**src/linear_rnn_silu_cell_top_assert.svh**
```systemverilog
// Assertion macros for the linear recurrent cell.
`ifndef LINEAR_RNN_SILU_CELL_TOP_ASSERT_SVH
`define LINEAR_RNN_SILU_CELL_TOP_ASSERT_SVH
`ifndef NO_ASSERTIONS
`define LRS_ASSERT_IMPLY(name, ante, cons) \
  name: assert property (@(posedge clk) disable iff (rst) (ante) |-> (cons)) \
    else $error("assertion failed");
`define LRS_ASSERT_NEXT(name, ante, cons) \
  name: assert property (@(posedge clk) disable iff (rst) (ante) |=> (cons)) \
    else $error("assertion failed");
`else
`define LRS_ASSERT_IMPLY(name, ante, cons)
`define LRS_ASSERT_NEXT(name, ante, cons)
`endif
`endif

```
**src/lrs_pkg.sv**
```systemverilog
// Shared types, constants and the sigmoid table for the linear recurrent cell.
package lrs_pkg;

  localparam int DIM_DEF   = 16;
  localparam int LANES_DEF = 4;
  localparam int LANE_W    = 2;
  localparam int IDX_W     = 4;
  localparam int VAL_W     = 16;
  localparam int CFG_W     = 5;
  localparam int ACTIVE_DIM_RESET = 16;

  typedef enum logic [1:0] {
    OP_WEIGHT = 2'd0,
    OP_BIAS   = 2'd1,
    OP_SAMPLE = 2'd2,
    OP_HIDDEN = 2'd3
  } opcode_t;

  typedef enum logic [2:0] {
    K_WEIGHT,
    K_BIAS,
    K_HIDDEN,
    K_SAMPLE,
    K_STEP
  } kind_t;

  typedef struct packed {
    kind_t                    kind;
    logic [LANE_W-1:0]        lane;
    logic [IDX_W-1:0]         row;
    logic [IDX_W-1:0]         col;
    logic signed [VAL_W-1:0]  value;
  } cmd_t;

  typedef enum logic [3:0] {
    S_CLEAR,
    S_IDLE,
    S_SUM,
    S_SUMW,
    S_MAC,
    S_WAIT,
    S_SAT,
    S_SIG,
    S_MUL,
    S_LOAD
  } state_t;

  typedef struct packed {
    logic clearing;
    logic busy;
  } back_stat_t;

  typedef logic [15:0] sig_rom_t [256];

  function automatic int unsigned aw(int unsigned depth);
    return (depth > 1) ? $clog2(depth) : 1;
  endfunction

  // sigmoid(-8 + i/16) in Q0.16, built from a repeated e^(-1/16) step
  function automatic sig_rom_t build_sig_rom();
    sig_rom_t    t;
    logic [63:0] p;
    logic [63:0] d;
    logic [63:0] s;
    logic [63:0] num;
    logic [63:0] rem;
    logic [16:0] diff;
    p = 64'd1 << 32;
    for (int k = 0; k <= 128; k++) begin
      d = (64'd1 << 32) + p;
      num = (64'd1 << 48) + (d >> 1);
      // rounded quotient by shift and subtract
      rem = '0;
      s = '0;
      for (int b = 63; b >= 0; b--) begin
        rem = {rem[62:0], num[b]};
        if (rem >= d) begin
          rem = rem - d;
          s[b] = 1'b1;
        end
      end
      if (k < 128) t[128 + k] = s[15:0];
      if (k >= 1) begin
        diff = 17'h10000 - s[16:0];
        t[128 - k] = diff[15:0];
      end
      p = (p * 64'd4034748382 + (64'd1 << 31)) >> 32;
    end
    return t;
  endfunction

  localparam sig_rom_t SIG_ROM = build_sig_rom();

endpackage

```
**src/lrs_front.sv**
```systemverilog
// Front end: accepts items, drops out-of-range ones, classifies and queues the rest.
module lrs_front #(
  parameter int DIM   = lrs_pkg::DIM_DEF,
  parameter int LANES = lrs_pkg::LANES_DEF
) (
  input  logic                               clk,
  input  logic                               rst,
  input  logic                               in_valid,
  output logic                               in_ready,
  input  logic [1:0]                         opcode,
  input  logic [lrs_pkg::LANE_W-1:0]         lane,
  input  logic [lrs_pkg::IDX_W-1:0]          row_index,
  input  logic [lrs_pkg::IDX_W-1:0]          col_index,
  input  logic signed [lrs_pkg::VAL_W-1:0]   value,
  input  logic [lrs_pkg::aw(DIM+1)-1:0]      n,
  input  logic                               hold,
  output logic                               cmd_valid,
  input  logic                               cmd_ready,
  output lrs_pkg::cmd_t                      cmd
);

  lrs_pkg::cmd_t q [2];
  logic          wp;
  logic          rp;
  logic [1:0]    cnt;
  logic          keep;
  lrs_pkg::kind_t kind;
  logic          push;
  logic          pop;

  always_comb begin
    keep = 1'b0;
    kind = lrs_pkg::K_WEIGHT;
    if (32'(lane) < LANES) begin
      unique case (lrs_pkg::opcode_t'(opcode))
        lrs_pkg::OP_WEIGHT: begin
          keep = (32'(row_index) < DIM) && (32'(col_index) < DIM);
          kind = lrs_pkg::K_WEIGHT;
        end
        lrs_pkg::OP_BIAS: begin
          keep = 32'(row_index) < DIM;
          kind = lrs_pkg::K_BIAS;
        end
        lrs_pkg::OP_HIDDEN: begin
          keep = 32'(row_index) < DIM;
          kind = lrs_pkg::K_HIDDEN;
        end
        lrs_pkg::OP_SAMPLE: begin
          keep = 32'(col_index) < 32'(n);
          kind = (32'(col_index) == 32'(n) - 1) ? lrs_pkg::K_STEP : lrs_pkg::K_SAMPLE;
        end
        default: keep = 1'b0;
      endcase
    end
  end

  assign in_ready  = (cnt != 2'd2) && !hold;
  assign push      = in_valid && in_ready && keep;
  assign cmd_valid = cnt != 2'd0;
  assign pop       = cmd_valid && cmd_ready;
  assign cmd       = q[rp];

  always_ff @(posedge clk) begin
    if (rst) begin
      wp  <= 1'b0;
      rp  <= 1'b0;
      cnt <= 2'd0;
    end else begin
      if (push) wp <= ~wp;
      if (pop) rp <= ~rp;
      cnt <= cnt + 2'(push) - 2'(pop);
    end
  end

  always_ff @(posedge clk) begin
    if (push) begin
      q[wp].kind  <= kind;
      q[wp].lane  <= lane;
      q[wp].row   <= row_index;
      q[wp].col   <= col_index;
      q[wp].value <= value;
    end
  end

endmodule

```
**config.mk**
```make
export PLATFORM = sky130hd
export DESIGN_NAME = lrs_front
export DESIGN_NICKNAME = d
export VERILOG_FILES = /design/src/linear_rnn_silu_cell_top_assert.svh /design/src/lrs_pkg.sv /design/src/lrs_front.sv
export SDC_FILE = /design/constraint.sdc
export NUM_CORES = 1
export LEC_CHECK = 0
export BUFFER_PORTS_ARGS = -buffer_cell sky130_fd_sc_hd__buf_2
export CAP_MARGIN = 20
export CORE_MARGIN = 2
export CORE_UTILIZATION = 52
export CTS_CLUSTER_DIAMETER = 150
export DETAILED_ROUTE_END_ITERATION = 6
export PLACE_DENSITY = 0.79
export SYNTH_ARGS = -nofsm -noshare
export SYNTH_HDL_FRONTEND = slang
export SYNTH_SLANG_ARGS = --single-unit
```
**constraint.sdc**
```tcl
create_clock -name clk -period 5.3 [get_ports clk]
set_input_delay 0.265 -clock clk [delete_from_list [all_inputs] [get_ports clk]]
set_output_delay 0.265 -clock clk [all_outputs]
set_load 0.01 [all_outputs]
```
==> metrics.cfg, run 1 <==
[run_status]
run_status=complete, no violations

[synthesis]
synth_mux_area_frac=0.129
yosys.area.top_type=edfxtp_1
synth_top_cell_area_share=0.669
synthAdderAreaFrac=0.0337
synthSimpleGateAreaFrac=0.0495
syn_nets=200
ys_ff_latch=63
synth_compound_area_frac=0.0332
synth_xor_xnor_area_share=0.0269
synthTopCellsByArea=edfxtp_1, mux2_2, dfxtp_1
syn_inst=155
seq_area_frac_synth=0.708
synth_top_family_by_area=multiplexers
syn_area_um2=2600
syn_avg_cell_area_um2=16.8
yosys_warnings=0
synth_cell_type_count=30

[final_layout]
multiInputGateArea_um2=719
fin_nets=279
drive_gt1_frac=0.490
fin_util=0.676
final_cell_mix=buf_2, edfxtp_1, mux2_2, inv_1, clkbuf_8
regArea_um2=1840
fillers=355
n_antenna_cell=0
area_growth_pct=24.4
final_common_cell=buf_2

[power]
power.density_nw_per_um2=407
p_leak_nw=1.27
vdd_drop_max_uv=234
p_total_mw=1.32

[critical_path]
r2r-start=cnt[1]$_SDFF_PP0_
r2r_slack_ns=3.55
required_ns=5.51
end_kind=register
setup.worst_path.class=input port to register
cp_max_fo=4
worst-r2r-cell-count=8
cp-start-kind=input port
r2r-end=cnt[1]$_SDFF_PP0_
critPathArrivalTime_ns=2.32

[global_route]
grt_max_degree=30
grt-ovfl-total=0
grt_pass1_vias=1408
grtUsageTotal=0.159
grt_first_pass_wirelength_um=6290
antenna_found_initial=0

[clock_network]
htree_levels=3
cts-root-buf=clkbuf_8
clk_pin_slew_ns=0.07
postCtsSetupBuffers=0
cts.repair.resized=0
cts-hold-fix-buffers=0
cts_buffer_depth=2
cts_tree=built
cts.sinks=63
cts_inserted_buffers=9
worstSkewPairLatency_ns=0.32

[sta]
period_share=0.398
grt_setup_unrepaired=no
setup-tns-final_ns=0
fin_ws_ns=3.19
tightest_slew_ns=0.482
setup-violations-final=0
max_slew_margin=0.677
final_max_slew_viol_count=0
hold_viol_final=0
clock.fmax_mhz=474
period_minus_slack_ns=2.11
finClkSkew_ns=0.00889

[hold_path]
hold_depth=1
hp-start=row_index[1]
hold_end=q[1][21]$_DFFE_PP_
hold_path.class=input port to register

[place]
io_buffers=68
place.gp.congestion=0.752
dp_hpwl_um=2880
dp_slack_ns=2.85

[detailed_routing]
via_per_inst=5.01
dr_total_vias=1533
final_antenna_net_count=0
routed_wl_um=4240
firstDrtPassIters=4
drc=0
wire_per_inst_um=13.8
drt_iter0_markers=65

[floorplanning]
die_w_um=74.7
dieArea_um2=5590
ios=69
initial_core_util=0.544
fp.coreArea_um2=4790
die_height_um=74.7
num_rows=25

[flow_run]
maxCapViolCount=0

## cells by family after synthesis
kind of cell,after synthesis
multiplexers,30
buffers and inverters,13
AND/OR/NAND/NOR,23
AO/OA/AOI/OAI,11
XOR/XNOR,8
flip-flops,63
adder cells (fa/ha/maj),7
## layer usage
metal | share of wire | GRT usage | up-vias
met2 | 0.51 | 0.273 | 51
met5 | 0 | 0 | -
met3 | 0.053 | 0.0602 | 9
li1 | - | - | 743
met1 | 0.42 | 0.172 | 730
met4 | 0.019 | 0.0774 | 0
## area by class of cell
class,instances,area share
Timing Repair Buffer,71,0.112
Clock buffer,13,0.0460
Clock inverter,3,0.0131
Tap cell,67,0.0259
Inverter,10,0.0116
Multi-Input combinational cell,79,0.222
Sequential cell,63,0.569
## worst max-delay path, stage by stage
cell      delay [ns]
buf_2           0.13
ha_1            0.28
nor2b_1         0.13
o31ai_1         0.31
a211oi_1        0.20
nand2b_1        0.18
ha_1            0.28
inv_1           0.05
ha_1            0.14
xor2_1          0.17
xnor2_1         0.13
nor2_1          0.05
## worst max-delay path by stage
stage | slack (ns) | cells after the start | to | from
after floorplan | 1.55 | 6 | q[1][0]$_DFFE_PP_ | n[1]
after global placement | 2.92 | 13 | cnt[1]$_SDFF_PP0_ | n[2]
after detailed placement | 2.85 | 12 | cnt[1]$_SDFF_PP0_ | col_index[1]
after CTS | 3.19 | 12 | cnt[1]$_SDFF_PP0_ | col_index[1]
after global routing | 3.03 | 13 | cnt[1]$_SDFF_PP0_ | n[1]
final | 3.19 | 12 | cnt[1]$_SDFF_PP0_ | col_index[1]
## cells in the mapped netlist, drive strengths merged
library cell	instances
inv	10
o21ai	2
o31ai	1
nor2b	3
ha	7
o21a	3
or2	1
edfxtp	58
mux2	29
a21o	1
mux2i	1
nand4	1
buf	2
xnor2	6
o211a	1
nand2	1
nor2	6
nand2b	3
or3	1
nor3b	1
xor2	2
and2	1
a2111oi	1
or3b	1
and4	1
a211oi	2
clkbuf	1
nor3	3
dfxtp	5
## sequential cells by signal, summed over array words and instances, names as in the netlist, named ones only
register and cells:
q 58, cnt 2, rp 1, wp 1
## per-stage QoR
step / hold WS [ns] / area, um^2 / instances
after floorplan: 0.337 / 2600 / 155
after global placement: 0.452 / 3050 / 290
after detailed placement: 0.457 / 3050 / 290
after CTS: 0.111 / 3240 / 306
after global routing: 0.100 / 3240 / 306
final: 0.128 / 3240 / 306
## report_power, final
group	switching (mW)	internal [mW]
Sequential	0.0148	0.596
Combinational	0.157	0.157
Clock	0.162	0.230
No activity file was read; power rests on OpenSTA's default activity.
==> run 2: changes to the inputs <==
- clock period: 5.3 -> 2.2 ns (I/O delays scaled with it)
==> run 2 against run 1 <==
Net effect:
- non-clock buffer count increased by 25
- sequential share of layout area fell by 4.9 points
- register-to-register slack got worse by 3.1 ns
- global-route usage up 1.0 points
- power grew 140%
- die area did not move
- clock-buffer cell count up 2
- critical path depth stayed put
- setup slack got worse by 2.9 ns
- first-iteration DRC count is 4.6% lower
- flip-flop and latch count unchanged
==> metrics.cfg, run 2 (synthesis results as in run 1) <==
[critical_path]
cp_slowest_cell=o31ai_2  ; was o31ai_1
end_kind=register  ; unchanged
critPathArrivalTime_ns=2.10  ; was 2.32 ns
cpPeakStageDelay_ns=0.31  ; about the same
setup.worst_path.class=input port to register  ; unchanged
crit_top_cell=ha_1  ; unchanged
cp-start-kind=input port  ; unchanged
worst-r2r-cell-count=8  ; unchanged
r2r_slack_ns=0.44  ; was 3.55 ns
r2r-start=cnt[1]$_SDFF_PP0_  ; unchanged
r2r-end=cnt[1]$_SDFF_PP0_  ; unchanged
required_ns=2.41  ; was 5.51 ns
path_cells=buf_2, ha_1, nor2b_1, o31ai_2, a211oi_2, nand2b_1, ha_1, inv_1, ha_2, xor2_1, xnor2_1, nor2_1  ; was buf_2, ha_1, nor2b_1, o31ai_1, a211oi_1, nand2b_1, ha_1, inv_1, ha_1, xor2_1, xnor2_1, nor2_1
cp_max_fo=4  ; unchanged

[final_layout]
final_common_cell=buf_2  ; unchanged
largest_register_ffs=58  ; unchanged
largestRegisters=q (58), cnt (2)  ; unchanged
n_antenna_cell=0  ; unchanged
fin_util=0.740  ; was 0.676
regMostFlops=q  ; unchanged
fin_nets=304  ; was 279
fin_cells=331  ; was 306
drive_gt1_frac=0.462  ; was 0.490
area_growth_pct=36.0  ; was 24.4%
final_cell_mix=buf_2, edfxtp_1, mux2_2, dlygate4sd3_1, clkbuf_8  ; was buf_2, edfxtp_1, mux2_2, inv_1, clkbuf_8
design_area_um2=3540  ; was 3240 um^2

[sta]
tightest_slew_ns=0.377  ; was 0.482 ns
grt_setup_unrepaired=no  ; unchanged
finClkSkew_ns=0.00600  ; was 0.00889 ns
period_minus_slack_ns=1.89
period_share=0.858
fin_ws_ns=0.311  ; was 3.19 ns
clock.fmax_mhz=530
setup-violations-final=0  ; unchanged
max_slew_margin=0.742  ; was 0.677
final_max_slew_viol_count=0  ; unchanged
setup-tns-final_ns=0  ; unchanged
hold_viol_final=0  ; unchanged

[detailed_routing]
firstDrtPassIters=4  ; unchanged
via_per_inst=4.89  ; was 5.01
wire_per_inst_um=13.5  ; was 13.8 um
drt_iter0_markers=62  ; was 65
drc=0  ; unchanged
routed_wl_um=4470  ; was 4240 um
dr_total_vias=1619  ; was 1533
final_antenna_net_count=0  ; unchanged

[place]
io_buffers=68  ; unchanged
dp_hpwl_um=2880  ; about the same
dp_slack_ns=0.0448  ; was 2.85 ns
place.gp.congestion=0.738  ; was 0.752
placed_cells=292  ; was 290
postPlaceCellArea_um2=3120  ; was 3050 um^2

[clock_network]
cts_tree=built  ; unchanged
cts_inserted_buffers=9  ; unchanged
cts_buffer_depth=2  ; unchanged
cts-root-buf=clkbuf_8  ; unchanged
clk_pin_slew_ns=0.06  ; was 0.07 ns
htree_levels=3  ; unchanged
worstSkewPairLatency_ns=0.32  ; about the same
cts.sinks=63  ; unchanged

[floorplanning]
ios=69  ; unchanged
die_w_um=74.7  ; unchanged
fp.coreArea_um2=4790  ; unchanged
dieArea_um2=5590  ; unchanged
num_rows=25  ; unchanged
die_height_um=74.7  ; unchanged
initial_core_util=0.544  ; unchanged

[hold_path]
hold_end=rp$_SDFFE_PP0P_  ; was q[1][21]$_DFFE_PP_
hold_depth=2  ; was 1
hp-start=rst  ; was row_index[1]
hold_path.class=input port to register  ; unchanged

[global_route]
grtUsageTotal=0.169  ; was 0.159
grt_pass1_vias=1486  ; was 1408
grt_first_pass_wirelength_um=6630  ; was 6290 um
antenna_found_initial=0  ; unchanged
grt-ovfl-total=0  ; unchanged
grt_max_degree=30  ; unchanged

[power]
p_leak_nw=1.40  ; was 1.27 nW
power.density_nw_per_um2=899  ; was 407 nW/um^2
vdd_drop_max_uv=617  ; was 234 uV

[run_status]
run_status=complete, no violations  ; unchanged

[flow_run]
maxCapViolCount=0  ; unchanged

==> run 2: layer usage <==
| layer | track usage | share of wire |
|---|---|---|
| met1 | 0.188 | 0.42 |
| met2 | 0.288 | 0.52 |
| met3 | 0.0455 | 0.055 |
| met4 | 0.107 | 0.011 |
| met5 | 0 | 0 |
==> run 2: final cells by class <==
type	count	area, um^2
clock buffer	15	176
clock inverter	1	5.00
fill	302	1250
tap	67	83.8
timing repair buffer	96	651
inverter	10	37.5
multi-input combinational	79	744
sequential	63	1840
==> run 2: worst max-delay path by stage <==
| stage | from | cells past startpoint | slack (ns) | endpoint |
|---|---|---|---|---|
| after global placement | n[1] | 13 | 0.10 | cnt[1]$_SDFF_PP0_ |
| after detailed placement | n[1] | 13 | 0.04 | cnt[1]$_SDFF_PP0_ |
| after CTS | col_index[0] | 14 | 0.04 | cnt[1]$_SDFF_PP0_ |
| final | col_index[1] | 12 | 0.31 | cnt[1]$_SDFF_PP0_ |
| after floorplan | n[1] | 6 | 0.04 | q[1][0]$_DFFE_PP_ |
| after global routing | n[1] | 13 | 0.23 | cnt[1]$_SDFF_PP0_ |
==> run 2: power breakdown <==
group / leakage [nW] / internal [mW] / total, mW / switching, mW
Sequential: 0.573 / 1.44 / 1.47 / 0.0376
Clock: 0.0937 / 0.501 / 0.882 / 0.381
Combinational: 0.729 / 0.432 / 0.826 / 0.395
==> run 2: repair_timing <==
| item | in CTS | in global routing |
|---|---|---|
| buffers inserted | 0 | 1 |
| endpoints found under the setup margin | 0 | 1 |
| hold buffers | 23 | 0 |
| resized for setup | 0 | 2 |
| endpoints found under the hold margin | 46 | 0 |
==> run 2: per-stage QoR <==
stage                     hold slack, ns  total power [mW]
after floorplan                    0.182              2.00
after global placement             0.297              2.29
after detailed placement           0.302              2.30
after CTS                        0.00589              3.22
after global routing              0.0108              3.35
final                             0.0244              3.18
==> run 2: worst max-delay path, delay by kind of cell <==
kind | cells | cell delay [ns]
AO/OA/AOI/OAI | 2 | 0.44
buffers and inverters | 2 | 0.19
XOR/XNOR | 2 | 0.30
AND/OR/NAND/NOR | 3 | 0.35
adder cells (fa/ha/maj) | 3 | 0.72
==> run 3: changes to the inputs <==
--- a/config.mk
+++ b/config.mk
@@ -9,3 +9,2 @@
 export CAP_MARGIN = 20
-export CORE_MARGIN = 2
 export CORE_UTILIZATION = 52
--- a/constraint.sdc
+++ b/constraint.sdc
@@ -3,2 +3,2 @@
 set_output_delay 0.11 -clock clk [all_outputs]
-set_load 0.01 [all_outputs]
+set_load 0.05 [all_outputs]
==> run 3 against run 2 <==
Net effect:
- clock power down 12%
- clock skew about the same
- critical path depth up 1
- flip-flop and latch count unchanged
- wire length up 7.1%
- non-clock buffer count up 1
- maximum frequency down 0.45%
- first-iteration DRC count down 31%
- combinational power up 59%
- sequential share of layout area up 0.92 points
- cell count up 0.30%
- critical path type unchanged
- largest power group unchanged
==> metrics.cfg, run 3 (synthesis results as in run 1) <==
[place]
dp_slack_ns=-0.0463  ; was 0.0448 ns
place.gp.congestion=0.783  ; was 0.738
placed_cells=293  ; was 292
io_buffers=68  ; unchanged
dp_hpwl_um=3110  ; was 2880 um

[critical_path]
cp_slowest_cell=ha_1  ; was o31ai_2
cp-start-kind=input port  ; unchanged
crit_top_cell=ha_1  ; unchanged
critPathArrivalTime_ns=2.10  ; about the same
path_buf_inv=3  ; was 2
cp_max_fo=3  ; was 4
setup.worst_path.class=input port to register  ; unchanged
cpPeakStageDelay_ns=0.29  ; was 0.31 ns
end_kind=register  ; unchanged
startpoint=n[1]  ; was col_index[1]
r2r-start=cnt[1]$_SDFF_PP0_  ; unchanged
path_cells=buf_2, inv_1, ha_1, nor2b_1, o31ai_2, a211oi_2, nand2b_1, ha_1, inv_1, ha_1, xor2_1, xnor2_1, nor2_1  ; was buf_2, ha_1, nor2b_1, o31ai_2, a211oi_2, nand2b_1, ha_1, inv_1, ha_2, xor2_1, xnor2_1, nor2_1
required_ns=2.41  ; about the same
cpLargestDelayFamily=adder cells  ; unchanged

[floorplanning]
ios=69  ; unchanged
initial_core_util=0.547  ; was 0.544
fp.coreArea_um2=4750  ; was 4790 um^2
dieArea_um2=5290  ; was 5590 um^2
die_w_um=72.7  ; was 74.7 um
num_rows=25  ; unchanged
die_height_um=72.7  ; was 74.7 um

[clock_network]
cts_buffer_depth=2  ; unchanged
clk_pin_slew_ns=0.06  ; about the same
worstSkewPairLatency_ns=0.31  ; was 0.32 ns
cts-root-buf=clkbuf_8  ; unchanged
cts_tree=built  ; unchanged
postCtsSetupBuffers=0  ; unchanged
cts.sinks=63  ; unchanged
htree_levels=3  ; unchanged
cts_inserted_buffers=9  ; unchanged

[final_layout]
largestRegisters=q (58), cnt (2)  ; unchanged
n_antenna_cell=0  ; unchanged
regMostFlops=q  ; unchanged
fin_nets=305  ; was 304
largest_register_ffs=58  ; unchanged
area_growth_pct=33.7  ; was 36.0%
fin_util=0.732  ; was 0.740
fin_cells=332  ; was 331
fillers=340  ; was 302
final_cell_mix=buf_2, edfxtp_1, mux2_2, dlygate4sd3_1, inv_1  ; was buf_2, edfxtp_1, mux2_2, dlygate4sd3_1, clkbuf_8
drive_gt1_frac=0.460  ; was 0.462
final_common_cell=buf_2  ; unchanged

[detailed_routing]
drc=0  ; unchanged
wire_per_inst_um=14.4  ; was 13.5 um
final_antenna_net_count=0  ; unchanged
via_per_inst=4.92  ; was 4.89
routed_wl_um=4790  ; was 4470 um
drt_iter0_markers=43  ; was 62
dr_total_vias=1634  ; was 1619
firstDrtPassIters=4  ; unchanged

[power]
vdd_drop_max_uv=720  ; was 617 uV
power.density_nw_per_um2=1020  ; was 899 nW/um^2
p_leak_nw=1.37  ; was 1.40 nW
p_total_mw=3.56  ; was 3.18 mW

[sta]
grt_setup_unrepaired=no  ; unchanged
period_minus_slack_ns=1.90  ; was 1.89 ns
whs_ns=0.0322  ; was 0.0244 ns
max_slew_margin=0.734  ; was 0.742
fin_ws_ns=0.303  ; was 0.311 ns
period_share=0.862  ; was 0.858
tightest_slew_ns=0.399  ; was 0.377 ns
final_max_slew_viol_count=0  ; unchanged
clock.fmax_mhz=527  ; was 530 MHz
finClkSkew_ns=0.00560  ; was 0.00600 ns
setup-violations-final=0  ; unchanged
hold_viol_final=0  ; unchanged

[hold_path]
hp-start=col_index[1]  ; was rst
hold_path.class=input port to register  ; unchanged

[global_route]
antenna_found_initial=0  ; unchanged
grt_first_pass_wirelength_um=7060  ; was 6630 um
grt-ovfl-total=0  ; unchanged
grt_max_degree=30  ; unchanged
grt_pass1_vias=1640  ; was 1486
grtUsageTotal=0.190  ; was 0.169

[run_status]
run_status=complete, no violations  ; unchanged

[flow_run]
maxCapViolCount=0  ; unchanged

-- run 3: cell count changes in the layout (fill, tap and decap cells not counted), moves of 2 or more --
| cell | delta |
|---|---|
| clkbuf_8 | -3 |
| clkinv_1 | +2 |
| buf_12 | -3 |
| buf_4 | +3 |
-- run 3: timing repair --
| item | 4_1_cts | 5_1_grt |
|---|---|---|
| resized for setup | 0 | 0 |
| hold buffers | 23 | 0 |
| endpoints found under the hold margin | 46 | 0 |
-- run 3: worst register-to-register path, delay by kind of cell (launching register included) --
family	cells	cell delay (ns)
xor gates and xnor gates	2	0.34
adders and majority gates	2	0.46
buffers and inverters	1	0.04
DFF	1	0.34
and+or+nand+nor	3	0.55
-- run 3: area by class of cell --
cell class,instances,area [um^2],area share
tap,67,83.8,0.0241
multi-input combinational,79,743,0.214
sequential,63,1840,0.529
clock inverter,5,25.0,0.00719
timing repair buffer,97,616,0.177
inverter,10,37.5,0.0108
clock buffer,11,131,0.0378
-- run 3: per-layer routing --
layer / up-vias / global-route usage / wire length (um) / share of wire
met5: - / 0 / 0 / 0
met4: 0 / 0.133 / 120 / 0.025
met3: 12 / 0.0456 / 221 / 0.046
met2: 59 / 0.356 / 2600 / 0.54
met1: 768 / 0.181 / 1850 / 0.39
li1: 795 / - / - / -
-- run 3: path summary, 6_finish.rpt --
path / slack [ns] / endpoint / cells past startpoint
setup / recovery: 0.30 / cnt[1]$_SDFF_PP0_ / 13
hold / removal: 0.03 / q[1][17]$_DFFE_PP_ / 1
setup reg to reg: 0.39 / cnt[1]$_SDFF_PP0_ / 8
hold reg to reg: 0.52 / register / 2
-- run 3: through the flow --
stage                     cell area, um^2  setup TNS (ns)
final                                3480               0
after global routing                 3480               0
after CTS                            3480               0
after detailed placement             3090         -0.0463
after global placement               3090               0
after floorplan                      2640               0
-- run 3: report_power, final --
part	internal, mW	switching, mW
Sequential	1.44	0.0403
Clock	0.397	0.381
Combinational	0.417	0.893
